### config.mk
export PLATFORM = sky130hd
export DESIGN_NAME = segment_row_gap_flag_packer_flat
export DESIGN_NICKNAME = d
export VERILOG_FILES = /design/src/rtl/srgfp_pkg.sv /design/src/rtl/srgfp_stream_if.sv /design/src/rtl/srgfp_front.sv /design/src/rtl/srgfp_fifo.sv /design/src/rtl/srgfp_back.sv /design/src/rtl/segment_row_gap_flag_packer.sv /design/src/flat_wrapper.sv
export SDC_FILE = /design/constraint.sdc
export NUM_CORES = 1
export LEC_CHECK = 0
export BUFFER_PORTS_ARGS = -buffer_cell sky130_fd_sc_hd__buf_2
export CORE_MARGIN = 4
export CORE_UTILIZATION = 45
export CTS_CLUSTER_DIAMETER = 60
export DETAILED_ROUTE_END_ITERATION = 10
export GPL_TIMING_DRIVEN = 0
export PLACE_DENSITY = 0.72
export SYNTH_ARGS = -nofsm -noshare
export SYNTH_HDL_FRONTEND = slang
export SYNTH_SLANG_ARGS = --single-unit
export TNS_END_PERCENT = 100
### constraint.sdc
create_clock -name clk_i -period 12.7 [get_ports clk_i]
set_clock_uncertainty 0.1 [all_clocks]
set_input_delay 1.27 -clock clk_i [delete_from_list [all_inputs] [get_ports clk_i]]
set_output_delay 1.27 -clock clk_i [all_outputs]
set_load 0.005 [all_outputs]
### src/rtl/srgfp_pkg.sv
`timescale 1ns / 1ps
// Shared types and constants for the segment row gap flag packer.
// No dependencies; every other file but srgfp_stream_if imports this package.
package srgfp_pkg;

  // Item codes
  localparam logic OP_ROW   = 1'b0;
  localparam logic OP_CLOSE = 1'b1;

  localparam int unsigned ROW_IDX_W  = 32;
  localparam int unsigned WORD_W     = 64;
  localparam int unsigned GSIZE_W    = 7;
  localparam int unsigned FLAG_POS_W = 6;
  localparam logic [GSIZE_W-1:0] GSIZE_RESET = 7'd32;
  localparam logic [GSIZE_W-1:0] GSIZE_MAX   = 7'd64;

  // Depth of the flag queue between front and back
  localparam int unsigned FQ_DEPTH = 2;
  localparam int unsigned FQ_PTR_W = 1;
  localparam int unsigned FQ_CNT_W = 2;

  typedef struct packed {
    logic                 opcode;
    logic [ROW_IDX_W-1:0] row_index;
    logic                 last_segment;
  } item_t;

  typedef struct packed {
    logic [WORD_W-1:0] flag_word;
    logic              word_last;
  } word_t;

  typedef struct packed {
    logic [GSIZE_W-1:0] group_size;
  } cfg_t;

  // One closed segment, handed from front to back
  typedef struct packed {
    logic gap;
    logic last;
  } flag_t;

endpackage

### src/rtl/srgfp_stream_if.sv
`timescale 1ns / 1ps
// Valid/ready channel carrying one payload of a chosen type.
// Payload types come from srgfp_pkg.
interface srgfp_stream_if #(
  parameter type payload_t = logic
);
  logic     valid;
  logic     ready;
  payload_t payload;

  modport source (output valid, output payload, input ready);
  modport sink   (input valid, input payload, output ready);
endinterface

### src/rtl/srgfp_front.sv
`timescale 1ns / 1ps
// Front end: accepts items, compares row indices within a segment and
// pushes one flag per closed segment. Depends on srgfp_pkg, srgfp_stream_if.
module srgfp_front
  import srgfp_pkg::*;
#(
  parameter int unsigned ROW_WIDTH = 32
) (
  input  logic           clk_i,
  input  logic           rst_ni,
  srgfp_stream_if.sink   item_i,
  input  logic           fq_full_i,
  output logic           push_o,
  output flag_t          push_flag_o
);

  localparam int unsigned DW = (ROW_WIDTH > ROW_IDX_W) ? ROW_WIDTH : ROW_IDX_W;

  logic [ROW_IDX_W-1:0] prev_row_q, prev_row_d;
  logic                 have_prev_q, have_prev_d;
  logic                 gap_seen_q, gap_seen_d;
  logic [DW-1:0]        cur_ext, prev_ext, diff_full;
  logic [ROW_WIDTH-1:0] diff;
  logic                 accept, is_gap;

  assign item_i.ready = !fq_full_i;
  assign accept       = item_i.valid && item_i.ready;

  // Difference wraps modulo 2^ROW_WIDTH
  assign cur_ext   = DW'(item_i.payload.row_index);
  assign prev_ext  = DW'(prev_row_q);
  assign diff_full = cur_ext - prev_ext;
  assign diff      = diff_full[ROW_WIDTH-1:0];
  assign is_gap    = have_prev_q && (diff > ROW_WIDTH'(1));

  always_comb begin
    prev_row_d  = prev_row_q;
    have_prev_d = have_prev_q;
    gap_seen_d  = gap_seen_q;
    push_o      = 1'b0;
    push_flag_o = '{gap: gap_seen_q, last: item_i.payload.last_segment};
    if (accept) begin
      if (item_i.payload.opcode == OP_CLOSE) begin
        push_o      = 1'b1;
        have_prev_d = 1'b0;
        gap_seen_d  = 1'b0;
      end else begin
        prev_row_d  = item_i.payload.row_index;
        have_prev_d = 1'b1;
        gap_seen_d  = gap_seen_q | is_gap;
      end
    end
  end

  always_ff @(posedge clk_i or negedge rst_ni) begin
    if (!rst_ni) begin
      prev_row_q  <= '0;
      have_prev_q <= 1'b0;
      gap_seen_q  <= 1'b0;
    end else begin
      prev_row_q  <= prev_row_d;
      have_prev_q <= have_prev_d;
      gap_seen_q  <= gap_seen_d;
    end
  end

endmodule

### src/rtl/srgfp_fifo.sv
`timescale 1ns / 1ps
// Short flag queue between front and back.
// Depends on srgfp_pkg.
module srgfp_fifo
  import srgfp_pkg::*;
(
  input  logic  clk_i,
  input  logic  rst_ni,
  input  logic  push_i,
  input  flag_t push_flag_i,
  output logic  full_o,
  input  logic  pop_i,
  output logic  valid_o,
  output flag_t pop_flag_o
);

  flag_t               mem_q [FQ_DEPTH];
  logic [FQ_PTR_W-1:0] wr_ptr_q, rd_ptr_q;
  logic [FQ_CNT_W-1:0] count_q, count_d;

  assign full_o     = (count_q == FQ_CNT_W'(FQ_DEPTH));
  assign valid_o    = (count_q != '0);
  assign pop_flag_o = mem_q[rd_ptr_q];

  always_comb begin
    count_d = count_q;
    if (push_i && !(pop_i && valid_o)) begin
      count_d = count_q + 1'b1;
    end else if (!push_i && pop_i && valid_o) begin
      count_d = count_q - 1'b1;
    end
  end

  always_ff @(posedge clk_i) begin
    if (push_i) begin
      mem_q[wr_ptr_q] <= push_flag_i;
    end
  end

  always_ff @(posedge clk_i or negedge rst_ni) begin
    if (!rst_ni) begin
      wr_ptr_q <= '0;
      rd_ptr_q <= '0;
      count_q  <= '0;
    end else begin
      count_q <= count_d;
      if (push_i) begin
        wr_ptr_q <= wr_ptr_q + 1'b1;
      end
      if (pop_i && valid_o) begin
        rd_ptr_q <= rd_ptr_q + 1'b1;
      end
    end
  end

endmodule

### src/rtl/srgfp_back.sv
`timescale 1ns / 1ps
// Back end: packs segment flags into words, holds the group size register
// and drives the output register. Depends on srgfp_pkg, srgfp_stream_if.
module srgfp_back
  import srgfp_pkg::*;
(
  input  logic           clk_i,
  input  logic           rst_ni,
  srgfp_stream_if.sink   cfg_i,
  input  logic           fq_valid_i,
  input  flag_t          fq_flag_i,
  output logic           pop_o,
  srgfp_stream_if.source word_o
);

  logic [GSIZE_W-1:0] group_size_q;
  logic [GSIZE_W-1:0] eff_size;
  logic [WORD_W-1:0]  packed_q, packed_d, packed_ins;
  logic [GSIZE_W-1:0] held_q, held_d, held_inc;
  logic               out_valid_q, out_valid_d;
  word_t              out_q, out_d;
  logic               emit;

  assign cfg_i.ready = 1'b1;

  // Zero acts as one, anything above the word width acts as the width
  always_comb begin
    if (group_size_q == '0) begin
      eff_size = GSIZE_W'(1);
    end else if (group_size_q > GSIZE_MAX) begin
      eff_size = GSIZE_MAX;
    end else begin
      eff_size = group_size_q;
    end
  end

  assign pop_o      = fq_valid_i && (!out_valid_q || word_o.ready);
  assign packed_ins = packed_q | (WORD_W'(fq_flag_i.gap) << held_q[FLAG_POS_W-1:0]);
  assign held_inc   = held_q + 1'b1;
  assign emit       = fq_flag_i.last || (held_inc >= eff_size);

  always_comb begin
    packed_d    = packed_q;
    held_d      = held_q;
    out_d       = out_q;
    out_valid_d = out_valid_q;
    if (word_o.ready) begin
      out_valid_d = 1'b0;
    end
    if (pop_o) begin
      if (emit) begin
        out_d       = '{flag_word: packed_ins, word_last: fq_flag_i.last};
        out_valid_d = 1'b1;
        packed_d    = '0;
        held_d      = '0;
      end else begin
        packed_d = packed_ins;
        held_d   = held_inc;
      end
    end
  end

  assign word_o.valid   = out_valid_q;
  assign word_o.payload = out_q;

  always_ff @(posedge clk_i) begin
    out_q <= out_d;
  end

  always_ff @(posedge clk_i or negedge rst_ni) begin
    if (!rst_ni) begin
      group_size_q <= GSIZE_RESET;
      packed_q     <= '0;
      held_q       <= '0;
      out_valid_q  <= 1'b0;
    end else begin
      if (cfg_i.valid) begin
        group_size_q <= cfg_i.payload.group_size;
      end
      packed_q    <= packed_d;
      held_q      <= held_d;
      out_valid_q <= out_valid_d;
    end
  end

endmodule

### src/rtl/segment_row_gap_flag_packer.sv
`timescale 1ns / 1ps
// Segment row gap flag packer, top level.
// Depends on srgfp_pkg, srgfp_stream_if, srgfp_front, srgfp_fifo, srgfp_back.
//
// Usage:
//   item_i  - request stream of row indices (opcode row) and segment
//             closes (opcode close, last_segment marks the final segment).
//   word_o  - packed gap flags, one bit per closed segment from bit 0 up;
//             word_last is set on the word holding the final segment's flag.
//   cfg_i   - group size write, always ready; write only while idle.
// Throughput: one request per cycle, sustained, as long as word_o is taken.
// Path: a close that completes a word is written into the flag queue when
//   it is accepted, then loaded into the output register, from which
//   word_o hands it over.
// The front holds the segment compare state; a two entry flag queue
// decouples it from the back, which packs flags and owns the output
// register. When word_o stalls the back holds its word, the queue fills
// and item_i drops ready only once the queue is full.
// Reset clears all segment and packing state and sets group size to 32.
module segment_row_gap_flag_packer
  import srgfp_pkg::*;
#(
  parameter int unsigned ROW_WIDTH = 32
) (
  input  logic           clk_i,
  input  logic           rst_ni,
  srgfp_stream_if.sink   item_i,
  srgfp_stream_if.sink   cfg_i,
  srgfp_stream_if.source word_o
);

  logic  push, fq_full, fq_valid, pop;
  flag_t push_flag, fq_flag;

  // Advance segment state and classify each request
  srgfp_front #(
    .ROW_WIDTH (ROW_WIDTH)
  ) u_front (
    .clk_i       (clk_i),
    .rst_ni      (rst_ni),
    .item_i      (item_i),
    .fq_full_i   (fq_full),
    .push_o      (push),
    .push_flag_o (push_flag)
  );

  // Hold closed segment flags until the back can take them
  srgfp_fifo u_fifo (
    .clk_i       (clk_i),
    .rst_ni      (rst_ni),
    .push_i      (push),
    .push_flag_i (push_flag),
    .full_o      (fq_full),
    .pop_i       (pop),
    .valid_o     (fq_valid),
    .pop_flag_o  (fq_flag)
  );

  // Pack flags and emit words
  srgfp_back u_back (
    .clk_i      (clk_i),
    .rst_ni     (rst_ni),
    .cfg_i      (cfg_i),
    .fq_valid_i (fq_valid),
    .fq_flag_i  (fq_flag),
    .pop_o      (pop),
    .word_o     (word_o)
  );

endmodule

### src/flat_wrapper.sv
// flat-port wrapper written by rule: the top's interface ports become plain ports
module segment_row_gap_flag_packer_flat import srgfp_pkg::*;
#(
  parameter int unsigned ROW_WIDTH = 32
)
  (clk_i, rst_ni, item_i_valid, item_i_payload, item_i_ready, cfg_i_valid, cfg_i_payload, cfg_i_ready, word_o_valid, word_o_payload, word_o_ready);
  srgfp_stream_if #(.payload_t(item_t)) item_i_i ();
  srgfp_stream_if #(.payload_t(cfg_t)) cfg_i_i ();
  srgfp_stream_if #(.payload_t(word_t)) word_o_i ();
  input  logic clk_i;
  input  logic rst_ni;
  input wire logic [$bits(item_i_i.valid)-1:0] item_i_valid;
  input wire logic [$bits(item_i_i.payload)-1:0] item_i_payload;
  output wire logic [$bits(item_i_i.ready)-1:0] item_i_ready;
  input wire logic [$bits(cfg_i_i.valid)-1:0] cfg_i_valid;
  input wire logic [$bits(cfg_i_i.payload)-1:0] cfg_i_payload;
  output wire logic [$bits(cfg_i_i.ready)-1:0] cfg_i_ready;
  output wire logic [$bits(word_o_i.valid)-1:0] word_o_valid;
  output wire logic [$bits(word_o_i.payload)-1:0] word_o_payload;
  input wire logic [$bits(word_o_i.ready)-1:0] word_o_ready;
  assign item_i_i.valid = item_i_valid;
  assign item_i_i.payload = item_i_payload;
  assign item_i_ready = item_i_i.ready;
  assign cfg_i_i.valid = cfg_i_valid;
  assign cfg_i_i.payload = cfg_i_payload;
  assign cfg_i_ready = cfg_i_i.ready;
  assign word_o_valid = word_o_i.valid;
  assign word_o_payload = word_o_i.payload;
  assign word_o_i.ready = word_o_ready;
  segment_row_gap_flag_packer #(.ROW_WIDTH(ROW_WIDTH)) u_core (.clk_i(clk_i), .rst_ni(rst_ni), .item_i(item_i_i), .cfg_i(cfg_i_i), .word_o(word_o_i));
endmodule
==> results.json, run 1 <==
{
  "use_met3": 0.03162,
  "synthTopCellsByArea": "dfrtp_1 (30%), edfxtp_1 (22%), ha_1 (5.1%)",
  "power_mw": 2.202,
  "critPathSlowestCell": "nor4_1",
  "htree_levels": 4,
  "vias_per_cell": 5.606,
  "drive_above_1_share": 0.1739,
  "placementRows": 53,
  "whs_path_depth": 1,
  "floorplan.initialDensity": 0.4581,
  "synth_enable_flop_cells": 69,
  "fmax_mhz": 238.0,
  "p_leak_nw": 5.297,
  "finalSetupViolCount": 0,
  "syn-cell-area_mm2": 0.009629,
  "synthCells": 959,
  "worstSetupStartpointType": "input pin",
  "async_flop_share": 0.6290,
  "post_cts_buffers": 0,
  "crit_family": "compound AO/OA/AOI/OAI gates",
  "clk_pin_slew_ns": 0.07,
  "synth_nets": 1045,
  "post-route-min-period_ns": 4.201,
  "final-max-slew-violation-count": 0,
  "holdWs_ns": 0.3749,
  "grt_pass1_vias": 7522,
  "cts.sinks": 186,
  "r2r_cells": 12,
  "grt_max_degree": 87,
  "first_iter_violations": 628,
  "status": "finished, final reports clean",
  "cp-end-kind": "flip-flop",
  "core_area_mm2": 0.02102,
  "cts_root_buffer": "clkbuf_16",
  "fin_area_mm2": 0.01123,
  "grt_pass1_wl_um": 38760,
  "setup.worst_path.class": "in -> reg",
  "nFillCells": 1896,
  "portBuffers": 111,
  "cts_hold_buf": 0,
  "busiest_layer": "met2",
  "grt_setup_unrepaired": "no",
  "maxCapViolCount": 0,
  "cpPeakStageDelay_ns": 0.50,
  "syn_avg_cell_area_um2": 10.04,
  "num_antenna_cells": 0,
  "finalSetupTns_ns": 0,
  "cts_resized": 0,
  "critPathMaxFanout": 8,
  "firstDrtPassIters": 6,
  "crit_arrival_ns": 4.39,
  "cts_buffers": 17,
  "setup_ws_ns": 8.499,
  "critPathRequiredTime_ns": 12.89,
  "design.die.area_mm2": 0.02380,
  "io_pins": 114,
  "totalWireLength_um": 23600,
  "synth-seq-cells": 186,
  "met2_usage": 0.3432,
  "wl_per_cell_um": 17.12,
  "synth_flop_cell": "dfrtp_1",
  "clock_latency_ns": 0.43,
  "cts_tree": "done",
  "post-route-period-util": 0.3308,
  "hpwl_um": 17540,
  "path_cells": "buf_2, ha_1, and2_1, a221oi_2, nor2b_1, a221oi_1, o21a_2, o311ai_0, nand3_1, nor4_1, nor2_1",
  "final_common_cell": "buf_2",
  "die_h_um": 154.3,
  "ir_drop_v": 0.00009975,
  "die_w_um": 154.3,
  "drtAntennaViolNets": 0,
  "track_usage": 0.2003,
  "hp-class": "reg -> reg",
  "grt.overflow.total": 0,
  "synth_top_cell_by_area": "dfrtp_1",
  "place_congestion": 0.8916,
  "power_density_mw_per_mm2": 196.1,
  "hold_violations": 0,
  "cp_num_cells": 11,
  "crit_buf_inv": 1,
  "drc_errors": 0,
  "antenna_found_initial": 0,
  "synth_top_area_frac": 0.3015,
  "nNetsFinal": 1177,
  "synth_warnings": 0,
  "ys_seq_area_frac": 0.5194,
  "syn_to_final_growth_pct": 16.58,
  "placed_area_mm2": 0.01059,
  "use_met1": 0.2646,
  "synth_cell_type_count": 77,
  "final_cell_mix": "buf_2 (119), dfrtp_1 (116), nor2_1 (105), a21oi_1 (96), nand2_1 (83)",
  "clock_path_buffers": 2,
  "worst_pin_slew_ns": 0.9675,
  "dpl_worst_slack_ns": 8.052,
  "max_slew_margin": 0.3500,
  "via_count": 7731
}
## cell type report
| type | instances | area [µm²] | area share |
|---|---|---|---|
| Buffer | 39 | 182.7 | 0.01627 |
| Tap cell | 275 | 344.1 | 0.03065 |
| Sequential cell | 186 | 5001 | 0.4455 |
| Clock buffer | 17 | 425.4 | 0.03790 |
| Multi-Input combinational cell | 684 | 4262 | 0.3796 |
| Clock inverter | 15 | 206.4 | 0.01839 |
| Inverter | 50 | 187.7 | 0.01672 |
| Timing Repair Buffer | 113 | 616.8 | 0.05495 |
## routing by layer
layer,vias up,share of wire
met2,234,0.50
met4,0,0.019
met5,-,0
li1,3717,-
met3,32,0.047
met1,3748,0.44
## Yosys cell counts, types with 3 or more instances
| cell | n |
|---|---|
| or2_2 | 4 |
| edfxtp_1 | 69 |
| nand3_1 | 12 |
| o31a_1 | 3 |
| nand2_1 | 83 |
| nand4_1 | 14 |
| nor3_1 | 16 |
| a211o_1 | 4 |
| xnor2_1 | 12 |
| dfrtp_1 | 116 |
| clkbuf_1 | 23 |
| a31oi_1 | 5 |
| nand3b_1 | 4 |
| nor2b_1 | 8 |
| a21oi_1 | 96 |
| xor2_1 | 6 |
| a221oi_1 | 4 |
| mux2_2 | 10 |
| o211ai_1 | 4 |
| and3_1 | 11 |
| buf_4 | 3 |
| inv_1 | 48 |
| o21a_1 | 6 |
| a211oi_1 | 3 |
| o21bai_1 | 32 |
| ha_1 | 39 |
| o21ai_0 | 63 |
| nor2_1 | 105 |
| and2_1 | 6 |
| nor3b_1 | 3 |
| or3_1 | 7 |
| a21o_1 | 58 |
| buf_2 | 9 |
| mux2i_1 | 3 |
| o2111ai_1 | 3 |
| nand2b_1 | 11 |
## registers in the layout, indices dropped and copies added, names as in the netlist
name,count
u_core.u_fifo.wr_ptr_q,1
u_core.u_back.held_q,7
u_core.u_front.gap_seen_q,1
u_core.u_fifo.mem_q,4
u_core.u_back.word_o.payload,65
u_core.u_front.prev_ext,32
u_core.u_fifo.count_q,2
u_core.u_front.have_prev_q,1
u_core.u_back.group_size_q,7
u_core.u_fifo.rd_ptr_q,1
u_core.u_back.word_o.valid,1
u_core.u_back.packed_q,64
## cell families after synthesis
group                      count (synthesis)  synth area share
AOI/OAI and AO/OA                        315            0.2150
xor gates and xnor gates                  18           0.01637
adders and majority gates                 40           0.05275
buffers and inverters                     89           0.03807
DFF                                      186            0.5194
muxes                                     13           0.01481
other                                      1         0.0003894
and+or+nand+nor                          297            0.1432
## metrics by stage
step | utilization | instances
floorplan | - | 959
global placement | 0.5009 | 1345
global route | 0.5340 | 1379
detailed placement | 0.5040 | 1347
finish | 0.5340 | 1379
CTS | 0.5340 | 1379
## where the power goes
part           switching [mW]  leakage [nW]  internal (mW)
sequential             0.0488          2.22          0.782
clock                   0.275         0.302          0.273
combinational           0.522          2.78          0.301
## final timing paths
path | from | slack [ns] | endpoint
max in group asynchronous | rst_ni | 11.15 | u_core.u_back.packed_q[35]$_DFFE_PN0P_
worst min register to register | u_core.u_front.have_prev_q$_DFFE_PN0P_ | 0.37 | u_core.u_front.have_prev_q$_DFFE_PN0P_
worst max register to register | u_core.u_back.held_q[2]$_DFFE_PN0P_ | 8.99 | u_core.u_back.word_o.payload[11]$_DFFE_PP_
worst max-delay path | item_i_payload[12] | 8.50 | u_core.u_front.gap_seen_q$_DFFE_PN0P_
worst min-delay path | u_core.u_front.have_prev_q$_DFFE_PN0P_ | 0.37 | u_core.u_front.have_prev_q$_DFFE_PN0P_
min in group asynchronous | rst_ni | 0.62 | u_core.u_front.prev_ext[25]$_DFFE_PN0P_
(Power assumes the default switching activity.)
==> run 2, diff against run 1 <==
Settings changed: ABC_AREA from default to 1, PLACE_DENSITY 0.72 to 0.74.
Clock period 12.7 ns to 3.6 ns, I/O delays scaled along.
==> run 2 against run 1 <==
Net effect:
- clock power rose to 3.6 times the previous value
- synthesized area up 3.8%
- first-iteration DRC count down 12%
- design area up 4.1%
- global-route usage up 0.95 points
- non-clock buffer count up 3
- highest routed layer unchanged
==> results.json, run 2 <==
{
  "worst_pin_slew_ns": 0.6686,
  "grt_pass1_vias": 8214,
  "vias_per_cell": 5.238,
  "hpwl_um": 18900,
  "floorplan.initialDensity": 0.4580,
  "critPathMaxFanout": 36,
  "antenna_found_initial": 0,
  "post-route-min-period_ns": 3.342,
  "max_slew_margin": 0.5543,
  "crit_arrival_ns": 3.38,
  "first_iter_violations": 551,
  "combinationalPowerShare": 0.434,
  "placementRows": 54,
  "holdWs_ns": 0.03398,
  "cts_buffers": 17,
  "p_leak_nw": 6.009,
  "finalSetupViolCount": 0,
  "nNetsFinal": 1418,
  "track_usage": 0.2098,
  "hold_violations": 0,
  "synth_flop_cell": "dfrtp_1",
  "cts_tree": "done",
  "synth_enable_flop_cells": 69,
  "clkPwrFrac": 0.223,
  "via_count": 8511,
  "async_flop_share": 0.6290,
  "synth-seq-cells": 186,
  "grt_setup_unrepaired": "no",
  "post-route-period-util": 0.9282,
  "ir_drop_v": 0.0003471,
  "synthTopCellsByCount": "nand2_1 (256), nor2_1 (170), inv_1 (166)",
  "firstDrtPassIters": 5,
  "ys_seq_area_frac": 0.5003,
  "cts_root_buffer": "clkbuf_16",
  "worstSetupStartpointType": "flip-flop",
  "synth_most_common_cell": "nand2_1",
  "synthTopCellsByArea": "dfrtp_1 (29%), edfxtp_1 (21%), nand2_1 (9.6%)",
  "fmax_mhz": 299.3,
  "p_int_mw": 5.173,
  "syn_to_final_growth_pct": 16.94,
  "crit_buf_inv": 6,
  "critPathSlowestCell": "dfrtp_1",
  "synth_warnings": 0,
  "place_congestion": 0.9150,
  "clk_pin_slew_ns": 0.08,
  "setup_ws_ns": 0.2585,
  "critPathRequiredTime_ns": 3.64,
  "cts.sinks": 186,
  "clock_latency_ns": 0.45,
  "totalWireLength_um": 25470,
  "clock_path_buffers": 2,
  "design.die.area_mm2": 0.02466,
  "num_antenna_cells": 0,
  "path_cells": "inv_2, nor3_2, inv_1, nor2_1, inv_1, nor2_2, xor2_2, ha_1, nand2_1, o21ai_0, a21oi_1, nand3_1, inv_2, nor2_4, buf_12, buf_12",
  "netSwitchingPower_mw": 3.757,
  "crit_family": "simple AND/OR/NAND/NOR gates",
  "syn-cell-area_mm2": 0.009996,
  "grt_pass1_wl_um": 41290,
  "synth_top_area_frac": 0.2904,
  "wl_per_cell_um": 15.68,
  "final_cell_mix": "nand2_1 (256), nor2_1 (169), inv_1 (166), buf_2 (117), dfrtp_1 (116)",
  "status": "finished, final reports clean",
  "setup.worst_path.class": "reg -> reg",
  "io_pins": 114,
  "final-max-slew-violation-count": 0,
  "maxCapViolCount": 0,
  "die_h_um": 157.0,
  "hp-class": "in -> reg",
  "cpPeakStageDelay_ns": 0.49,
  "largest_reg_flops": 65,
  "p_sw_frac": 0.4207,
  "synth_nets": 1283,
  "final_common_cell": "nand2_1",
  "synth_top_cell_by_area": "dfrtp_1",
  "die_w_um": 157.0,
  "portBuffers": 111,
  "dpl_worst_slack_ns": -0.01319,
  "syn_avg_cell_area_um2": 8.351,
  "cp-end-kind": "flip-flop",
  "htree_levels": 4,
  "synthCells": 1197,
  "drc_errors": 0,
  "drive_above_1_share": 0.1844,
  "synth_cell_type_count": 41,
  "core_area_mm2": 0.02182,
  "grt.overflow.total": 0,
  "power_density_mw_per_mm2": 763.9,
  "drtAntennaViolNets": 0,
  "p_seq_frac": 0.343,
  "grt_max_degree": 83
}
## run 2: logic make-up after synthesis
family	synth area share
flip-flops	0.5003
AO/OA/AOI/OAI	0.1349
AND/OR/NAND/NOR	0.2192
XOR/XNOR	0.009638
multiplexers	0.005632
adder cells (fa/ha/maj)	0.05082
other	0.0003752
buffers and inverters	0.07911
## run 2: power groups by stage
stage | combinational, mW | sequential, mW | clock, mW
after floorplan | 2.51 | 3.13 | 0
after global placement | 3.64 | 3.12 | 0
after detailed placement | 3.75 | 3.12 | 0
after CTS | 3.78 | 3.07 | 2.02
after global routing | 4.39 | 3.12 | 2.13
final | 3.87 | 3.06 | 2.00
## run 2: layout make-up
type | count | area, µm²
inverters | 168 | 630.6
well taps | 280 | 350.3
clock inverters | 15 | 224.0
clock buffers | 17 | 425.4
repair buffers | 116 | 654.4
plain buffers | 39 | 178.9
multi-input cells | 804 | 4224
flip-flops and latches | 186 | 5001
fillers | 2018 | 10130
## run 2: per-stage QoR
step                power, mW  instances  area, µm²  TNS, ns  utilization
floorplan               5.640       1197       9997        0            -
global placement        6.764       1588      10900   -40.18       0.4996
detailed placement      6.867       1590      10960  -0.3249       0.5022
CTS                     8.875       1624      11630        0       0.5331
global route            9.644       1625      11690        0       0.5356
finish                  8.929       1625      11690        0       0.5356
## run 2: final timing paths
kind,cells after the start,to,startpoint,slack [ns]
worst max-delay path,16,u_core.u_back.word_o.payload[44]$_DFFE_PP_,u_core.u_back.held_q[2]$_DFFE_PN0P_,0.26
worst min-delay path,3,u_core.u_back.group_size_q[0]$_DFFE_PN0P_,cfg_i_payload[0],0.03
worst max register to register,16,u_core.u_back.word_o.payload[44]$_DFFE_PP_,u_core.u_back.held_q[2]$_DFFE_PN0P_,0.26
worst min register to register,0,u_core.u_fifo.mem_q[1][1]$_DFFE_PP_,u_core.u_front.gap_seen_q$_DFFE_PN0P_,0.38
max in group asynchronous,3,u_core.u_back.packed_q[14]$_DFFE_PN0P_,rst_ni,2.36
min in group asynchronous,2,u_core.u_back.group_size_q[3]$_DFFE_PN0P_,rst_ni,0.30
## run 2: metal layers
layer | GRT usage | wire length (µm) | vias up | share of wire
li1 | - | - | 4195 | -
met1 | 0.2708 | 10740 | 4013 | 0.42
met3 | 0.03822 | 1646 | 41 | 0.065
met5 | 0 | 0 | - | 0
met4 | 0.05776 | 461 | 0 | 0.018
met2 | 0.3649 | 12630 | 262 | 0.50
## run 2: worst register-to-register path: cells and delay by family (launching register included)
kind | cells | cell delay, ns
fa+ha+maj | 1 | 0.34
compound gates | 2 | 0.23
simple gates | 6 | 0.90
xor+xnor | 1 | 0.12
flops | 1 | 0.49
buf+inv | 6 | 0.83
## run 2: timing repair
item                                   4_1_cts  5_1_grt
hold buffers                                 2        0
setup endpoints to repair                   29      122
cloned                                       0        1
gates resized for setup                      1        7
endpoints found under the hold margin       37        0
setup buffers                                0        0
